===== config.mk =====
export PLATFORM = sky130hd
export DESIGN_NAME = script_token_splitter_flat
export DESIGN_NICKNAME = d
export VERILOG_FILES = /design/src/sts_pkg.sv /design/src/sts_if.sv /design/src/sts_step.sv /design/src/sts_fifo.sv /design/src/script_token_splitter.sv /design/src/flat_wrapper.sv
export SDC_FILE = /design/constraint.sdc
export NUM_CORES = 1
export LEC_CHECK = 0
export BUFFER_PORTS_ARGS = -buffer_cell sky130_fd_sc_hd__buf_2
export CAP_MARGIN = 20
export CORE_ASPECT_RATIO = 0.5
export CORE_UTILIZATION = 45
export DETAILED_ROUTE_END_ITERATION = 8
export PLACE_DENSITY = 0.61
export SYNTH_ARGS = -nofsm -noshare
export SYNTH_HDL_FRONTEND = slang
export SYNTH_SLANG_ARGS = --single-unit

===== constraint.sdc =====
create_clock -name clk_i -period 5.3 [get_ports clk_i]
set_input_delay 0.53 -clock clk_i [delete_from_list [all_inputs] [get_ports clk_i]]
set_output_delay 0.53 -clock clk_i [all_outputs]
set_load 0.01 [all_outputs]

===== src/sts_pkg.sv =====
package sts_pkg;

  localparam int unsigned MaxTokenLenDef = 128;
  localparam int unsigned FifoDepth      = 4;
  localparam int unsigned LineW          = 16;

  localparam logic [7:0] CharSpace   = 8'h20;
  localparam logic [7:0] CharNewline = 8'h0A;
  localparam logic [7:0] CharSemi    = 8'h3B;
  localparam logic [7:0] CharSlash   = 8'h2F;
  localparam logic [7:0] CharQuote   = 8'h22;

  typedef enum logic [2:0] {
    ModeSeek    = 3'd0,
    ModeSlash   = 3'd1,
    ModeComment = 3'd2,
    ModePlain   = 3'd3,
    ModeQuoted  = 3'd4,
    ModeEnded   = 3'd5
  } mode_e;

  typedef enum logic [1:0] {
    ErrNone = 2'd0,
    ErrLine = 2'd1,
    ErrLong = 2'd2
  } err_e;

  typedef struct packed {
    mode_e            mode;
    logic [7:0]       len;
    logic [LineW-1:0] line;
  } state_t;

  typedef struct packed {
    logic [7:0] ch;
    logic       has;
    logic       done;
    err_e       err;
  } item_t;

  localparam item_t ItemNone = '{ch: 8'h00, has: 1'b0, done: 1'b0, err: ErrNone};

  typedef struct packed {
    logic [7:0]       token_char;
    logic             has_char;
    logic             token_done;
    logic [LineW-1:0] line_number;
    logic             script_over;
    logic [1:0]       error_code;
    logic             last_of_run;
  } res_t;

  typedef struct packed {
    logic [1:0] count;
    res_t       r0;
    res_t       r1;
  } step_t;

endpackage


===== src/sts_if.sv =====
interface sts_in_if;
  logic       valid;
  logic       ready;
  logic [7:0] script_byte;
  logic       final_byte;
  logic       same_line_only;

  modport source(output valid, output script_byte, output final_byte,
                 output same_line_only, input ready);
  modport sink(input valid, input script_byte, input final_byte,
               input same_line_only, output ready);
endinterface

interface sts_out_if;
  logic        valid;
  logic        ready;
  logic [7:0]  token_char;
  logic        has_char;
  logic        token_done;
  logic [15:0] line_number;
  logic        script_over;
  logic [1:0]  error_code;
  logic        last_of_run;

  modport source(output valid, output token_char, output has_char, output token_done,
                 output line_number, output script_over, output error_code,
                 output last_of_run, input ready);
  modport sink(input valid, input token_char, input has_char, input token_done,
               input line_number, input script_over, input error_code,
               input last_of_run, output ready);
endinterface


===== src/sts_step.sv =====
module sts_step #(
  parameter int unsigned MaxTokenLen = sts_pkg::MaxTokenLenDef
) (
  input  sts_pkg::state_t state_i,
  input  logic [7:0]      script_byte_i,
  input  logic            final_byte_i,
  input  logic            same_line_only_i,
  output sts_pkg::state_t state_o,
  output sts_pkg::step_t  step_o
);
  import sts_pkg::*;

  localparam logic [7:0] MaxLen = 8'(MaxTokenLen);

  typedef struct packed {
    item_t      it;
    logic       end_tok;
    logic [7:0] len;
  } add_t;

  typedef struct packed {
    logic       put;
    item_t      it;
    mode_e      mode;
    logic [7:0] len;
    logic       line_up;
    logic       ws_fin;
  } seek_t;

  function automatic add_t add_char(logic [7:0] len, logic [7:0] ch, logic fin);
    add_t       a;
    logic [7:0] nl;
    nl        = (len != 8'hFF) ? len + 8'd1 : len;
    a.it.ch   = ch;
    a.it.has  = 1'b1;
    a.it.done = fin;
    a.it.err  = ErrNone;
    a.end_tok = fin;
    a.len     = nl;
    if (!fin && nl >= MaxLen) begin
      a.it.done = 1'b1;
      a.it.err  = ErrLong;
      a.end_tok = 1'b1;
    end
    if (a.end_tok) begin
      a.len = '0;
    end
    return a;
  endfunction

  function automatic seek_t seek(logic [7:0] b, logic fin, logic sl);
    seek_t s;
    add_t  a;
    s.put     = 1'b0;
    s.it      = ItemNone;
    s.mode    = ModeSeek;
    s.len     = '0;
    s.line_up = 1'b0;
    s.ws_fin  = 1'b0;
    a         = add_char(8'd0, b, fin);
    if (b <= CharSpace) begin
      if (b == CharNewline) begin
        s.put     = sl;
        s.it.err  = ErrLine;
        s.line_up = 1'b1;
      end
      s.ws_fin = fin;
    end else if (b == CharSemi) begin
      s.mode   = ModeComment;
      s.put    = sl;
      s.it.err = ErrLine;
    end else if (b == CharSlash && !fin) begin
      s.mode = ModeSlash;
    end else begin
      s.put  = 1'b1;
      s.it   = a.it;
      s.len  = a.len;
      s.mode = a.end_tok ? ModeSeek : ((b == CharQuote) ? ModeQuoted : ModePlain);
    end
    return s;
  endfunction

  seek_t            sk;
  add_t             ad, ad_slash, ad_next;
  item_t            a_it, b_it, r0_it, r1_it, term_it;
  logic             a_v, b_v, line_up, ws_fin, plain_c, is_ended, over0, over1;
  logic             fill;
  logic [1:0]       n;
  mode_e            nmode;
  logic [7:0]       nlen;
  logic [LineW-1:0] nline;

  always_comb begin
    sk       = seek(script_byte_i, final_byte_i, same_line_only_i);
    ad       = add_char(state_i.len, script_byte_i, final_byte_i);
    ad_slash = add_char(8'd0, CharSlash, 1'b0);
    ad_next  = add_char(ad_slash.len, script_byte_i, final_byte_i);
    plain_c  = script_byte_i > CharSpace && script_byte_i != CharSemi &&
               script_byte_i != CharQuote;
    term_it      = ItemNone;
    term_it.done = 1'b1;

    a_v      = 1'b0;
    a_it     = ItemNone;
    b_v      = 1'b0;
    b_it     = ItemNone;
    nmode    = state_i.mode;
    nlen     = state_i.len;
    line_up  = 1'b0;
    ws_fin   = 1'b0;
    is_ended = 1'b0;

    unique case (state_i.mode)
      ModeEnded: begin
        is_ended = 1'b1;
      end
      ModeSlash: begin
        if (script_byte_i == CharSlash) begin
          nmode     = ModeComment;
          a_v       = same_line_only_i;
          a_it.err  = ErrLine;
        end else if (plain_c) begin
          a_v   = 1'b1;
          a_it  = ad_slash.it;
          b_v   = 1'b1;
          b_it  = ad_next.it;
          nmode = ad_next.end_tok ? ModeSeek : ModePlain;
          nlen  = ad_next.len;
        end else begin
          a_v     = 1'b1;
          a_it    = term_it;
          a_it.ch = CharSlash;
          a_it.has = 1'b1;
          b_v     = sk.put;
          b_it    = sk.it;
          nmode   = sk.mode;
          nlen    = sk.len;
          line_up = sk.line_up;
          ws_fin  = sk.ws_fin;
        end
      end
      ModeComment: begin
        if (script_byte_i == CharNewline) begin
          line_up = 1'b1;
          nmode   = ModeSeek;
        end
      end
      ModePlain: begin
        if (plain_c) begin
          a_v   = 1'b1;
          a_it  = ad.it;
          nmode = ad.end_tok ? ModeSeek : ModePlain;
          nlen  = ad.len;
        end else begin
          a_v     = 1'b1;
          a_it    = term_it;
          b_v     = sk.put;
          b_it    = sk.it;
          nmode   = sk.mode;
          nlen    = sk.len;
          line_up = sk.line_up;
          ws_fin  = sk.ws_fin;
        end
      end
      ModeQuoted: begin
        if (script_byte_i == CharQuote) begin
          a_v      = 1'b1;
          a_it     = term_it;
          a_it.ch  = CharQuote;
          a_it.has = 1'b1;
          nmode    = ModeSeek;
          nlen     = '0;
        end else if (script_byte_i >= CharSpace) begin
          a_v   = 1'b1;
          a_it  = ad.it;
          nmode = ad.end_tok ? ModeSeek : ModeQuoted;
          nlen  = ad.len;
        end else begin
          a_v     = 1'b1;
          a_it    = term_it;
          b_v     = sk.put;
          b_it    = sk.it;
          nmode   = sk.mode;
          nlen    = sk.len;
          line_up = sk.line_up;
          ws_fin  = sk.ws_fin;
        end
      end
      default: begin
        b_v     = sk.put;
        b_it    = sk.it;
        nmode   = sk.mode;
        nlen    = sk.len;
        line_up = sk.line_up;
        ws_fin  = sk.ws_fin;
      end
    endcase

    r0_it = a_v ? a_it : b_it;
    r1_it = b_it;
    n     = {1'b0, a_v} + {1'b0, b_v};
    over0 = 1'b0;
    over1 = 1'b0;
    fill  = 1'b0;

    if (is_ended) begin
      n      = 2'd1;
      r0_it  = ItemNone;
      r0_it.err = same_line_only_i ? ErrLine : ErrNone;
      over0  = 1'b1;
    end else if (final_byte_i) begin
      nmode = ModeEnded;
      nlen  = '0;
      if (n == 2'd0) begin
        n     = 2'd1;
        r0_it = ItemNone;
        fill  = 1'b1;
      end
      if (n == 2'd2) begin
        over1 = 1'b1;
        if (ws_fin && same_line_only_i) r1_it.err = ErrLine;
      end else begin
        over0 = 1'b1;
        if (ws_fin && same_line_only_i) r0_it.err = ErrLine;
      end
    end

    // an item added for the final byte shows the line after any newline it held
    nline = (line_up && state_i.line != '1) ? state_i.line + 1'b1 : state_i.line;

    state_o.mode = nmode;
    state_o.len  = nlen;
    state_o.line = nline;

    step_o.count          = n;
    step_o.r0.token_char  = r0_it.ch;
    step_o.r0.has_char    = r0_it.has;
    step_o.r0.token_done  = r0_it.done;
    step_o.r0.line_number = fill ? nline : state_i.line;
    step_o.r0.script_over = over0;
    step_o.r0.error_code  = r0_it.err;
    step_o.r0.last_of_run = (n == 2'd1);
    step_o.r1.token_char  = r1_it.ch;
    step_o.r1.has_char    = r1_it.has;
    step_o.r1.token_done  = r1_it.done;
    step_o.r1.line_number = state_i.line;
    step_o.r1.script_over = over1;
    step_o.r1.error_code  = r1_it.err;
    step_o.r1.last_of_run = 1'b1;
  end

endmodule


===== src/sts_fifo.sv =====
module sts_fifo (
  input  logic           clk_i,
  input  logic           rst_ni,
  input  logic           push_i,
  input  sts_pkg::step_t step_i,
  output logic           room_o,
  sts_out_if.source      out_o
);
  import sts_pkg::*;

  localparam int unsigned PtrW = $clog2(FifoDepth);
  localparam int unsigned CntW = $clog2(FifoDepth + 1);

  res_t            mem_q [FifoDepth];
  logic [PtrW-1:0] wr_q, rd_q;
  logic [CntW-1:0] cnt_q;
  logic [1:0]      n_push;
  logic            pop;
  res_t            head;

  assign n_push = push_i ? step_i.count : 2'd0;
  assign pop    = out_o.valid && out_o.ready;
  assign room_o = cnt_q <= CntW'(FifoDepth - 2);
  assign head   = mem_q[rd_q];

  assign out_o.valid       = cnt_q != '0;
  assign out_o.token_char  = head.token_char;
  assign out_o.has_char    = head.has_char;
  assign out_o.token_done  = head.token_done;
  assign out_o.line_number = head.line_number;
  assign out_o.script_over = head.script_over;
  assign out_o.error_code  = head.error_code;
  assign out_o.last_of_run = head.last_of_run;

  always_ff @(posedge clk_i or negedge rst_ni) begin
    if (!rst_ni) begin
      wr_q  <= '0;
      rd_q  <= '0;
      cnt_q <= '0;
    end else begin
      wr_q  <= wr_q + PtrW'(n_push);
      rd_q  <= rd_q + PtrW'(pop);
      cnt_q <= cnt_q + CntW'(n_push) - CntW'(pop);
    end
  end

  always_ff @(posedge clk_i) begin
    if (n_push != 2'd0) begin
      mem_q[wr_q] <= step_i.r0;
    end
    if (n_push == 2'd2) begin
      mem_q[wr_q + PtrW'(1)] <= step_i.r1;
    end
  end

endmodule


===== src/script_token_splitter.sv =====
// Streaming script tokenizer. One script byte is taken per cycle, while the result
// queue has room, into an input register; the scan state (mode, token length, line
// count) is updated from that register when the byte is taken and its result items,
// none, one or two, go into a 4-entry result queue, which hands out one item per
// cycle while the output is ready. A byte that yields two results is handed out as
// two items; the output port and its single pop per cycle set the sustained rate. A
// byte passes through the input register and the result queue to the output. After
// the final byte every further byte gives one script-over item until reset.
module script_token_splitter #(
  parameter int unsigned MaxTokenLen = sts_pkg::MaxTokenLenDef
) (
  input  logic      clk_i,
  input  logic      rst_ni,
  sts_in_if.sink    in_i,
  sts_out_if.source out_o
);
  import sts_pkg::*;

  logic       in_v_q;
  logic [7:0] byte_q;
  logic       fin_q, sl_q;
  logic       room, take;
  state_t     state_q, state_d;
  step_t      step;

  assign take       = in_v_q && room;
  assign in_i.ready = !in_v_q || take;

  sts_step #(.MaxTokenLen(MaxTokenLen)) u_step (
    .state_i         (state_q),
    .script_byte_i   (byte_q),
    .final_byte_i    (fin_q),
    .same_line_only_i(sl_q),
    .state_o         (state_d),
    .step_o          (step)
  );

  sts_fifo u_fifo (
    .clk_i (clk_i),
    .rst_ni(rst_ni),
    .push_i(take),
    .step_i(step),
    .room_o(room),
    .out_o (out_o)
  );

  always_ff @(posedge clk_i or negedge rst_ni) begin
    if (!rst_ni) begin
      in_v_q       <= 1'b0;
      state_q.mode <= ModeSeek;
      state_q.len  <= '0;
      state_q.line <= LineW'(1);
    end else begin
      if (in_i.valid && in_i.ready) begin
        in_v_q <= 1'b1;
      end else if (take) begin
        in_v_q <= 1'b0;
      end
      if (take) begin
        state_q <= state_d;
      end
    end
  end

  always_ff @(posedge clk_i) begin
    if (in_i.valid && in_i.ready) begin
      byte_q <= in_i.script_byte;
      fin_q  <= in_i.final_byte;
      sl_q   <= in_i.same_line_only;
    end
  end

endmodule

===== src/flat_wrapper.sv =====
// flat-port wrapper written by rule: the top's interface ports become plain ports
module script_token_splitter_flat import sts_pkg::*;
#(
  parameter int unsigned MaxTokenLen = sts_pkg::MaxTokenLenDef
)
  (clk_i, rst_ni, in_i_valid, in_i_script_byte, in_i_final_byte, in_i_same_line_only, in_i_ready, out_o_valid, out_o_token_char, out_o_has_char, out_o_token_done, out_o_line_number, out_o_script_over, out_o_error_code, out_o_last_of_run, out_o_ready);
  sts_in_if in_i_i ();
  sts_out_if out_o_i ();
  input  logic clk_i;
  input  logic rst_ni;
  input wire logic [$bits(in_i_i.valid)-1:0] in_i_valid;
  input wire logic [$bits(in_i_i.script_byte)-1:0] in_i_script_byte;
  input wire logic [$bits(in_i_i.final_byte)-1:0] in_i_final_byte;
  input wire logic [$bits(in_i_i.same_line_only)-1:0] in_i_same_line_only;
  output wire logic [$bits(in_i_i.ready)-1:0] in_i_ready;
  output wire logic [$bits(out_o_i.valid)-1:0] out_o_valid;
  output wire logic [$bits(out_o_i.token_char)-1:0] out_o_token_char;
  output wire logic [$bits(out_o_i.has_char)-1:0] out_o_has_char;
  output wire logic [$bits(out_o_i.token_done)-1:0] out_o_token_done;
  output wire logic [$bits(out_o_i.line_number)-1:0] out_o_line_number;
  output wire logic [$bits(out_o_i.script_over)-1:0] out_o_script_over;
  output wire logic [$bits(out_o_i.error_code)-1:0] out_o_error_code;
  output wire logic [$bits(out_o_i.last_of_run)-1:0] out_o_last_of_run;
  input wire logic [$bits(out_o_i.ready)-1:0] out_o_ready;
  assign in_i_i.valid = in_i_valid;
  assign in_i_i.script_byte = in_i_script_byte;
  assign in_i_i.final_byte = in_i_final_byte;
  assign in_i_i.same_line_only = in_i_same_line_only;
  assign in_i_ready = in_i_i.ready;
  assign out_o_valid = out_o_i.valid;
  assign out_o_token_char = out_o_i.token_char;
  assign out_o_has_char = out_o_i.has_char;
  assign out_o_token_done = out_o_i.token_done;
  assign out_o_line_number = out_o_i.line_number;
  assign out_o_script_over = out_o_i.script_over;
  assign out_o_error_code = out_o_i.error_code;
  assign out_o_last_of_run = out_o_i.last_of_run;
  assign out_o_i.ready = out_o_ready;
  script_token_splitter #(.MaxTokenLen(MaxTokenLen)) u_core (.clk_i(clk_i), .rst_ni(rst_ni), .in_i(in_i_i), .out_o(out_o_i));
endmodule

==> impl_metrics.py, run 1 <==
metrics = {
    "run_status": {
        "outcome": "complete, no violations",
    },
    "power_and_ir_drop": {
        "power.density_mw_per_mm2": 537.1,
        "clkPwrFrac": 0.226,
        "switching_share": 0.4157,
        "p_sw_mw": 2.375,
        "p_comb_frac": 0.438,
        "p_int_mw": 3.339,
        "power_frac_seq": 0.336,
        "vdd_ir_drop_max_uv": 244.8,
        "power_mw": 5.714,
        "leakage_nw": 3.711,
    },
    "final_layout": {
        "final.fill_count": 1794,
        "area_delta_synth_final_pct": 12.06,
        "drive_gt1_frac": 0.1731,
        "layout_common_cells": "nand2_1, edfxtp_1, a21oi_1",
        "final_common_cell": "nand2_1",
        "diodes": 0,
        "nNetsFinal": 965,
    },
    "drt": {
        "vias": 7868,
        "dr.pass1.iters": 7,
        "drtIter0Drc": 876,
        "post_drt_wl_per_cell_um": 21.93,
        "drc": 0,
        "wl_mm": 26.88,
        "vias_per_cell": 6.418,
        "ant_nets": 0,
    },
    "die": {
        "die-area_mm2": 0.02172,
        "rows": 37,
        "die_h_um": 104.7,
        "design.core.area_mm2": 0.02060,
        "die_w_um": 207.4,
        "start_util": 0.4609,
        "io_pins": 46,
    },
    "clocking": {
        "cts.clk_slew.worst_paths_ns": 0.08,
        "cts_tree": "done",
        "insertion_delay_ns": 0.44,
        "htree_levels": 4,
        "clk_path_buf_depth": 2,
        "ctsResizeCount": 0,
        "cts_root_buf": "clkbuf_16",
        "post_cts_buffers": 0,
        "postCtsHoldBufs": 0,
        "cts.sinks": 165,
        "cts_buffers": 17,
    },
    "global_routing": {
        "grt_max_degree": 45,
        "grt_pass1_vias": 7417,
        "grt_pass1_wl_mm": 41.96,
        "antenna_found_initial": 0,
        "grt_usage": 0.2532,
        "grt_overflow": 0,
    },
    "placement": {
        "place_congestion": 0.8904,
        "port_buffers": 45,
        "dpl.hpwl_mm": 18.28,
    },
    "sta": {
        "drv_slew": 0,
        "rsz0062_at_grt": "false",
        "setup_viol_count_final": 0,
        "setup_tns_ns": 0,
        "skew_ns": 0.01115,
        "finalHoldViolCount": 0,
        "tightest_slew_ns": 1.036,
        "fin_crit_sh": 0.8932,
        "fin_crit_ns": 4.734,
        "fmax_ghz": 0.2112,
        "slew_headroom": 0.2997,
    },
    "logic_synthesis": {
        "yosysUniqueCellTypes": 79,
        "syn_avg_cell_area_um2": 10.25,
        "synth_edf_count": 122,
        "netlist_instances": 926,
        "synth_area_leaders": "edfxtp_1, dfrtp_1, mux4_2",
        "synth_top_flop_cell": "edfxtp_1",
        "synthArstFlopShare": 0.2121,
        "syn_nets": 951,
        "yosys.area.top_type": "edfxtp_1",
        "yosysSeqAreaShare": 0.4951,
        "yosysTopAreaCellShare": 0.3859,
        "synth-warning-count": 0,
        "syn_area_mm2": 0.009494,
        "ys_ff_latch": 165,
    },
    "hold_path": {
        "hold_path.class": "in -> async",
    },
    "flow_run": {
        "max_cap_violations": 0,
    },
    "setup_path": {
        "path_class": "reg -> reg",
        "cp.arrival_ns": 4.87,
        "crit_fanout": 16,
        "worst_setup_path_end_kind": "flop",
        "crit_required_ns": 5.43,
        "startpoint_type": "flop",
    },
}
[registers in the layout, summed over array words and instances, names as in the netlist]
register,cells
u_core.byte_q,8
u_core.sl_q,1
u_core.u_fifo.cnt_q,3
u_core.u_fifo.rd_q,2
u_core.fin_q,1
u_core.u_fifo.mem_q,120
u_core.state_q,27
u_core.u_fifo.wr_q,2
u_core.in_v_q,1
[worst max-delay path, cell delays in order, from the launching register on]
cell and delay (ns):
edfxtp_1 0.55, or4b_4 0.59, o21ai_1 0.47, or2_2 0.28, o21ai_0 0.12, a31oi_1 0.29, ha_1 0.27, nand4_1 0.37
or3_1 0.83, nand2_1 0.38, buf_4 0.27
[cell type report]
class	instances	area (um2)	share of cell area
clock buffers	19	475.5	0.04469
well taps	273	341.6	0.03211
flip-flops and latches	165	4702	0.4420
multi-input cells	662	4414	0.4149
clock inverters	13	148.9	0.01400
inverters	13	48.80	0.004587
repair buffers	81	508.0	0.04775
[worst paths after layout]
| kind | slack, ns | startpoint | depth (start not counted) | end |
|---|---|---|---|---|
| max | 0.57 | u_core.byte_q[7]$_DFFE_PP_ | 10 | u_core.u_fifo.mem_q[3][12]$_DFFE_PP_ |
| min | 0.23 | rst_ni | 1 | u_core.state_q[1]$_DFFE_PN0P_ |
| max reg2reg | 0.57 | u_core.byte_q[7]$_DFFE_PP_ | 10 | u_core.u_fifo.mem_q[3][12]$_DFFE_PP_ |
| min reg2reg | 0.48 | u_core.u_fifo.mem_q[1][2]$_SDFFE_PP0P_ | 2 | u_core.u_fifo.mem_q[1][2]$_SDFFE_PP0P_ |
| max in group asynchronous | 4.45 | rst_ni | 1 | u_core.u_fifo.rd_q[0]$_DFF_PN0_ |
| min in group clk_i | 0.27 | in_i_same_line_only | 1 | u_core.sl_q$_DFFE_PP_ |
[kinds of logic (layout without fill, tap and decap cells)]
family / count (synthesis) / in the layout / synth area share
multiplexers: 31 / 31 / 0.07222
flip-flops: 165 / 165 / 0.4951
AO/OA/AOI/OAI: 292 / 292 / 0.1977
AND/OR/NAND/NOR: 307 / 307 / 0.1592
buffers and inverters: 99 / 126 / 0.04112
adder cells (fa/ha/maj): 11 / 11 / 0.01529
XOR/XNOR: 21 / 21 / 0.01937
[per-stage QoR]
step             util  setup WS, ns  instances  hold WS [ns]  area (um2)
5_1_grt        0.5164        0.2321       1226        0.2519       10640
4_1_cts        0.5164        0.6368       1226        0.2403       10640
3_5_place_dp   0.4861        0.6711       1194        0.4599       10010
6_report       0.5164        0.5658       1226        0.2278       10640
3_3_place_gp   0.4861        0.7783       1194        0.4562       10010
2_1_floorplan       -        0.8692        926        0.2344        9494
[cell usage after synthesis (4+ instances only)]
cell type,number
a21o_1,9
a21oi_1,75
a31oi_1,70
a32o_1,10
and2_1,8
and3_1,9
and4_1,5
buf_1,8
buf_2,8
clkbuf_1,68
dfrtp_1,34
dfxtp_1,8
edfxtp_1,122
ha_1,10
inv_1,12
mux4_2,30
nand2_1,130
nand2b_1,13
nand3_1,22
nand4_1,6
nor2_1,45
nor2b_1,7
nor3_1,22
nor4_1,4
o21ai_0,47
o21ai_1,5
o22a_1,7
o22ai_1,16
o311ai_0,5
o311ai_1,6
o31ai_1,13
or3_1,12
xnor2_1,10
xor2_1,11
[routing by layer]
metal	track usage	vias to the layer above	part of all wire
met2	0.3874	380	0.46
met5	0	-	0
met4	0.08795	0	0.019
li1	-	3584	-
met1	0.3623	3854	0.45
met3	0.04569	50	0.079
[power by group through the flow]
| stage | combinational (mW) | clock (mW) | sequential (mW) |
|---|---|---|---|
| 6_report | 2.50 | 1.29 | 1.92 |
| 5_1_grt | 2.72 | 1.36 | 1.95 |
| 4_1_cts | 2.49 | 1.31 | 1.92 |
| 3_5_place_dp | 2.47 | 0 | 1.95 |
| 3_3_place_gp | 2.44 | 0 | 1.94 |
| 2_1_floorplan | 1.73 | 0 | 1.84 |
(Power assumes the default switching activity.)
==> inputs of run 2 (changes only) <==
Settings changed: SLEW_MARGIN set to 20.
Clock period 5.3 ns to 5 ns, I/O delays scaled along.
==> impl_metrics.py, run 2 (same netlist as run 1, synthesis figures left out) <==
metrics = {
    "run_status": {
        "outcome": "complete, but fails checks",
        "violations": "DRC",
    },
    "drt": {
        "vias_per_cell": 6.378,
        "post_drt_wl_per_cell_um": 20.97,
        "drtIter0Drc": 938,
        "vias": 7851,
        "ant_nets": 0,
        "drc": 2,
        "dr.pass1.iters": 9,
        "wl_mm": 25.81,
    },
    "placement": {
        "dp.cells": 1199,
        "dpl_cell_area_mm2": 0.01006,
        "dpl.hpwl_mm": 17.22,
        "place_congestion": 0.9513,
        "port_buffers": 45,
    },
    "setup_path": {
        "crit_required_ns": 5.18,
        "path_class": "reg -> reg",
        "rr_worst_depth": 13,
        "reg2reg_slack_ns": 0.66,
        "cp.arrival_ns": 4.51,
        "startpoint_type": "flop",
        "crit_fanout": 10,
        "r2r_end": "u_core.u_fifo.mem_q[2][17]$_DFFE_PP_",
        "worstReg2RegStart": "u_core.byte_q[7]$_DFFE_PP_",
        "worst_setup_path_end_kind": "flop",
    },
    "final_layout": {
        "drive_gt1_frac": 0.1754,
        "layout_common_cells": "nand2_1, edfxtp_1, a21oi_1",
        "final.fill_count": 1795,
        "fin_area_mm2": 0.01062,
        "diodes": 0,
        "reg_top3": "u_core.u_fifo.mem_q: 120 flops, u_core.state_q: 27 flops, u_core.byte_q: 8 flops",
        "final_cells": 1231,
        "nNetsFinal": 970,
        "area_delta_synth_final_pct": 11.89,
        "final_common_cell": "nand2_1",
        "largest_register_ffs": 120,
        "top_register": "u_core.u_fifo.mem_q",
    },
    "power_and_ir_drop": {
        "power.density_mw_per_mm2": 559.5,
        "p_int_mw": 3.519,
        "p_comb_frac": 0.448,
        "switching_share": 0.4079,
        "power_frac_seq": 0.338,
        "vdd_ir_drop_max_uv": 343.9,
        "clkPwrFrac": 0.214,
        "leakage_nw": 3.713,
        "p_sw_mw": 2.424,
    },
    "clocking": {
        "post_cts_buffers": 0,
        "cts.sinks": 165,
        "clk_path_buf_depth": 2,
        "cts_root_buf": "clkbuf_16",
        "cts.clk_slew.worst_paths_ns": 0.07,
        "cts_buffers": 17,
        "postCtsHoldBufs": 0,
        "insertion_delay_ns": 0.45,
        "ctsResizeCount": 0,
        "cts_tree": "done",
        "htree_levels": 4,
    },
    "sta": {
        "fmax_ghz": 0.2306,
        "finalHoldViolCount": 0,
        "rsz0062_at_grt": "false",
        "fin_crit_ns": 4.336,
        "skew_ns": 0.009800,
        "fin_crit_sh": 0.8671,
        "drv_slew": 0,
        "slew_headroom": 0.3785,
        "setup_viol_count_final": 0,
        "setup_tns_ns": 0,
        "tightest_slew_ns": 0.9260,
    },
    "die": {
        "die-area_mm2": 0.02172,
        "die_w_um": 207.4,
        "rows": 37,
        "design.core.area_mm2": 0.02060,
        "start_util": 0.4609,
        "die_h_um": 104.7,
        "io_pins": 46,
    },
    "global_routing": {
        "grt_pass1_vias": 7425,
        "antenna_found_initial": 0,
        "grt_usage": 0.2454,
        "grt_pass1_wl_mm": 40.81,
        "grt_max_degree": 45,
        "grt_overflow": 0,
    },
    "hold_path": {
        "hold_path.class": "in -> async",
    },
    "flow_run": {
        "max_cap_violations": 0,
    },
}
==> run 2: cell types whose count changed in the layout (fill, tap and decap cells not counted), moves of 2 or more <==
cell and change:
clkinv_8 -4, buf_4 +4, inv_4 +2, clkinv_2 +2
clkbuf_1 +2
==> run 2: how the worst max path moves through the flow <==
| stage | start | to | slack (ns) | cells past startpoint |
|---|---|---|---|---|
| detailed placement | u_core.byte_q[7]$_DFFE_PP_ | u_core.u_fifo.mem_q[2][17]$_DFFE_PP_ | 0.79 | 12 |
| floorplan | u_core.byte_q[7]$_DFFE_PP_ | u_core.u_fifo.mem_q[1][15]$_DFFE_PP_ | 0.57 | 14 |
| global route | u_core.byte_q[7]$_DFFE_PP_ | u_core.u_fifo.mem_q[3][13]$_DFFE_PP_ | 0.39 | 12 |
| finish | u_core.byte_q[7]$_DFFE_PP_ | u_core.u_fifo.mem_q[2][17]$_DFFE_PP_ | 0.66 | 13 |
| global placement | u_core.byte_q[7]$_DFFE_PP_ | u_core.u_fifo.mem_q[3][5]$_DFFE_PP_ | 0.86 | 11 |
| CTS | u_core.byte_q[7]$_DFFE_PP_ | u_core.u_fifo.mem_q[2][17]$_DFFE_PP_ | 0.75 | 13 |
==> run 2: power groups by stage <==
stage	Sequential, mW	Clock (mW)	Combinational (mW)
3_5_place_dp	2.04	0	2.65
2_1_floorplan	1.95	0	1.84
4_1_cts	2.01	1.29	2.65
3_3_place_gp	2.02	0	2.62
5_1_grt	2.05	1.34	2.91
6_report	2.01	1.27	2.66
==> run 2: layout make-up <==
type / instances / area (um2) / area share
repair buffers: 86 / 558.0 / 0.05253
well taps: 273 / 341.6 / 0.03216
clock buffers: 21 / 471.7 / 0.04441
clock inverters: 11 / 86.33 / 0.008127
flip-flops and latches: 165 / 4702 / 0.4426
inverters: 13 / 48.80 / 0.004594
multi-input cells: 662 / 4414 / 0.4155
==> run 2: routing by layer <==
layer / vias to the layer above / track usage / part of all wire
li1: 3597 / - / -
met1: 3852 / 0.3548 / 0.46
met2: 362 / 0.3689 / 0.44
met3: 40 / 0.05110 / 0.078
met4: 0 / 0.07783 / 0.014
met5: - / 0 / 0
==> run 2: critical path: stages, from the launching register on <==
cell	delay (ns)
edfxtp_1	0.55
or4b_2	0.81
nor3_2	0.30
or2_2	0.20
o21ai_0	0.09
nand3_1	0.11
a31o_2	0.11
ha_1	0.22
nand3_1	0.29
a2111oi_2	0.79
buf_4	0.27
a21oi_1	0.06
o21ai_0	0.17
o31ai_1	0.10
==> run 2: stage by stage <==
| stage | hold slack [ns] | utilization | setup WS (ns) | total power, mW |
|---|---|---|---|---|
| after floorplan | 0.2044 | - | 0.5692 | 3.794 |
| after global placement | 0.4539 | 0.4886 | 0.8638 | 4.643 |
| after detailed placement | 0.4597 | 0.4886 | 0.7864 | 4.684 |
| after CTS | 0.1998 | 0.5156 | 0.7518 | 5.950 |
| after global routing | 0.2189 | 0.5156 | 0.3914 | 6.290 |
| final | 0.1713 | 0.5156 | 0.6644 | 5.943 |
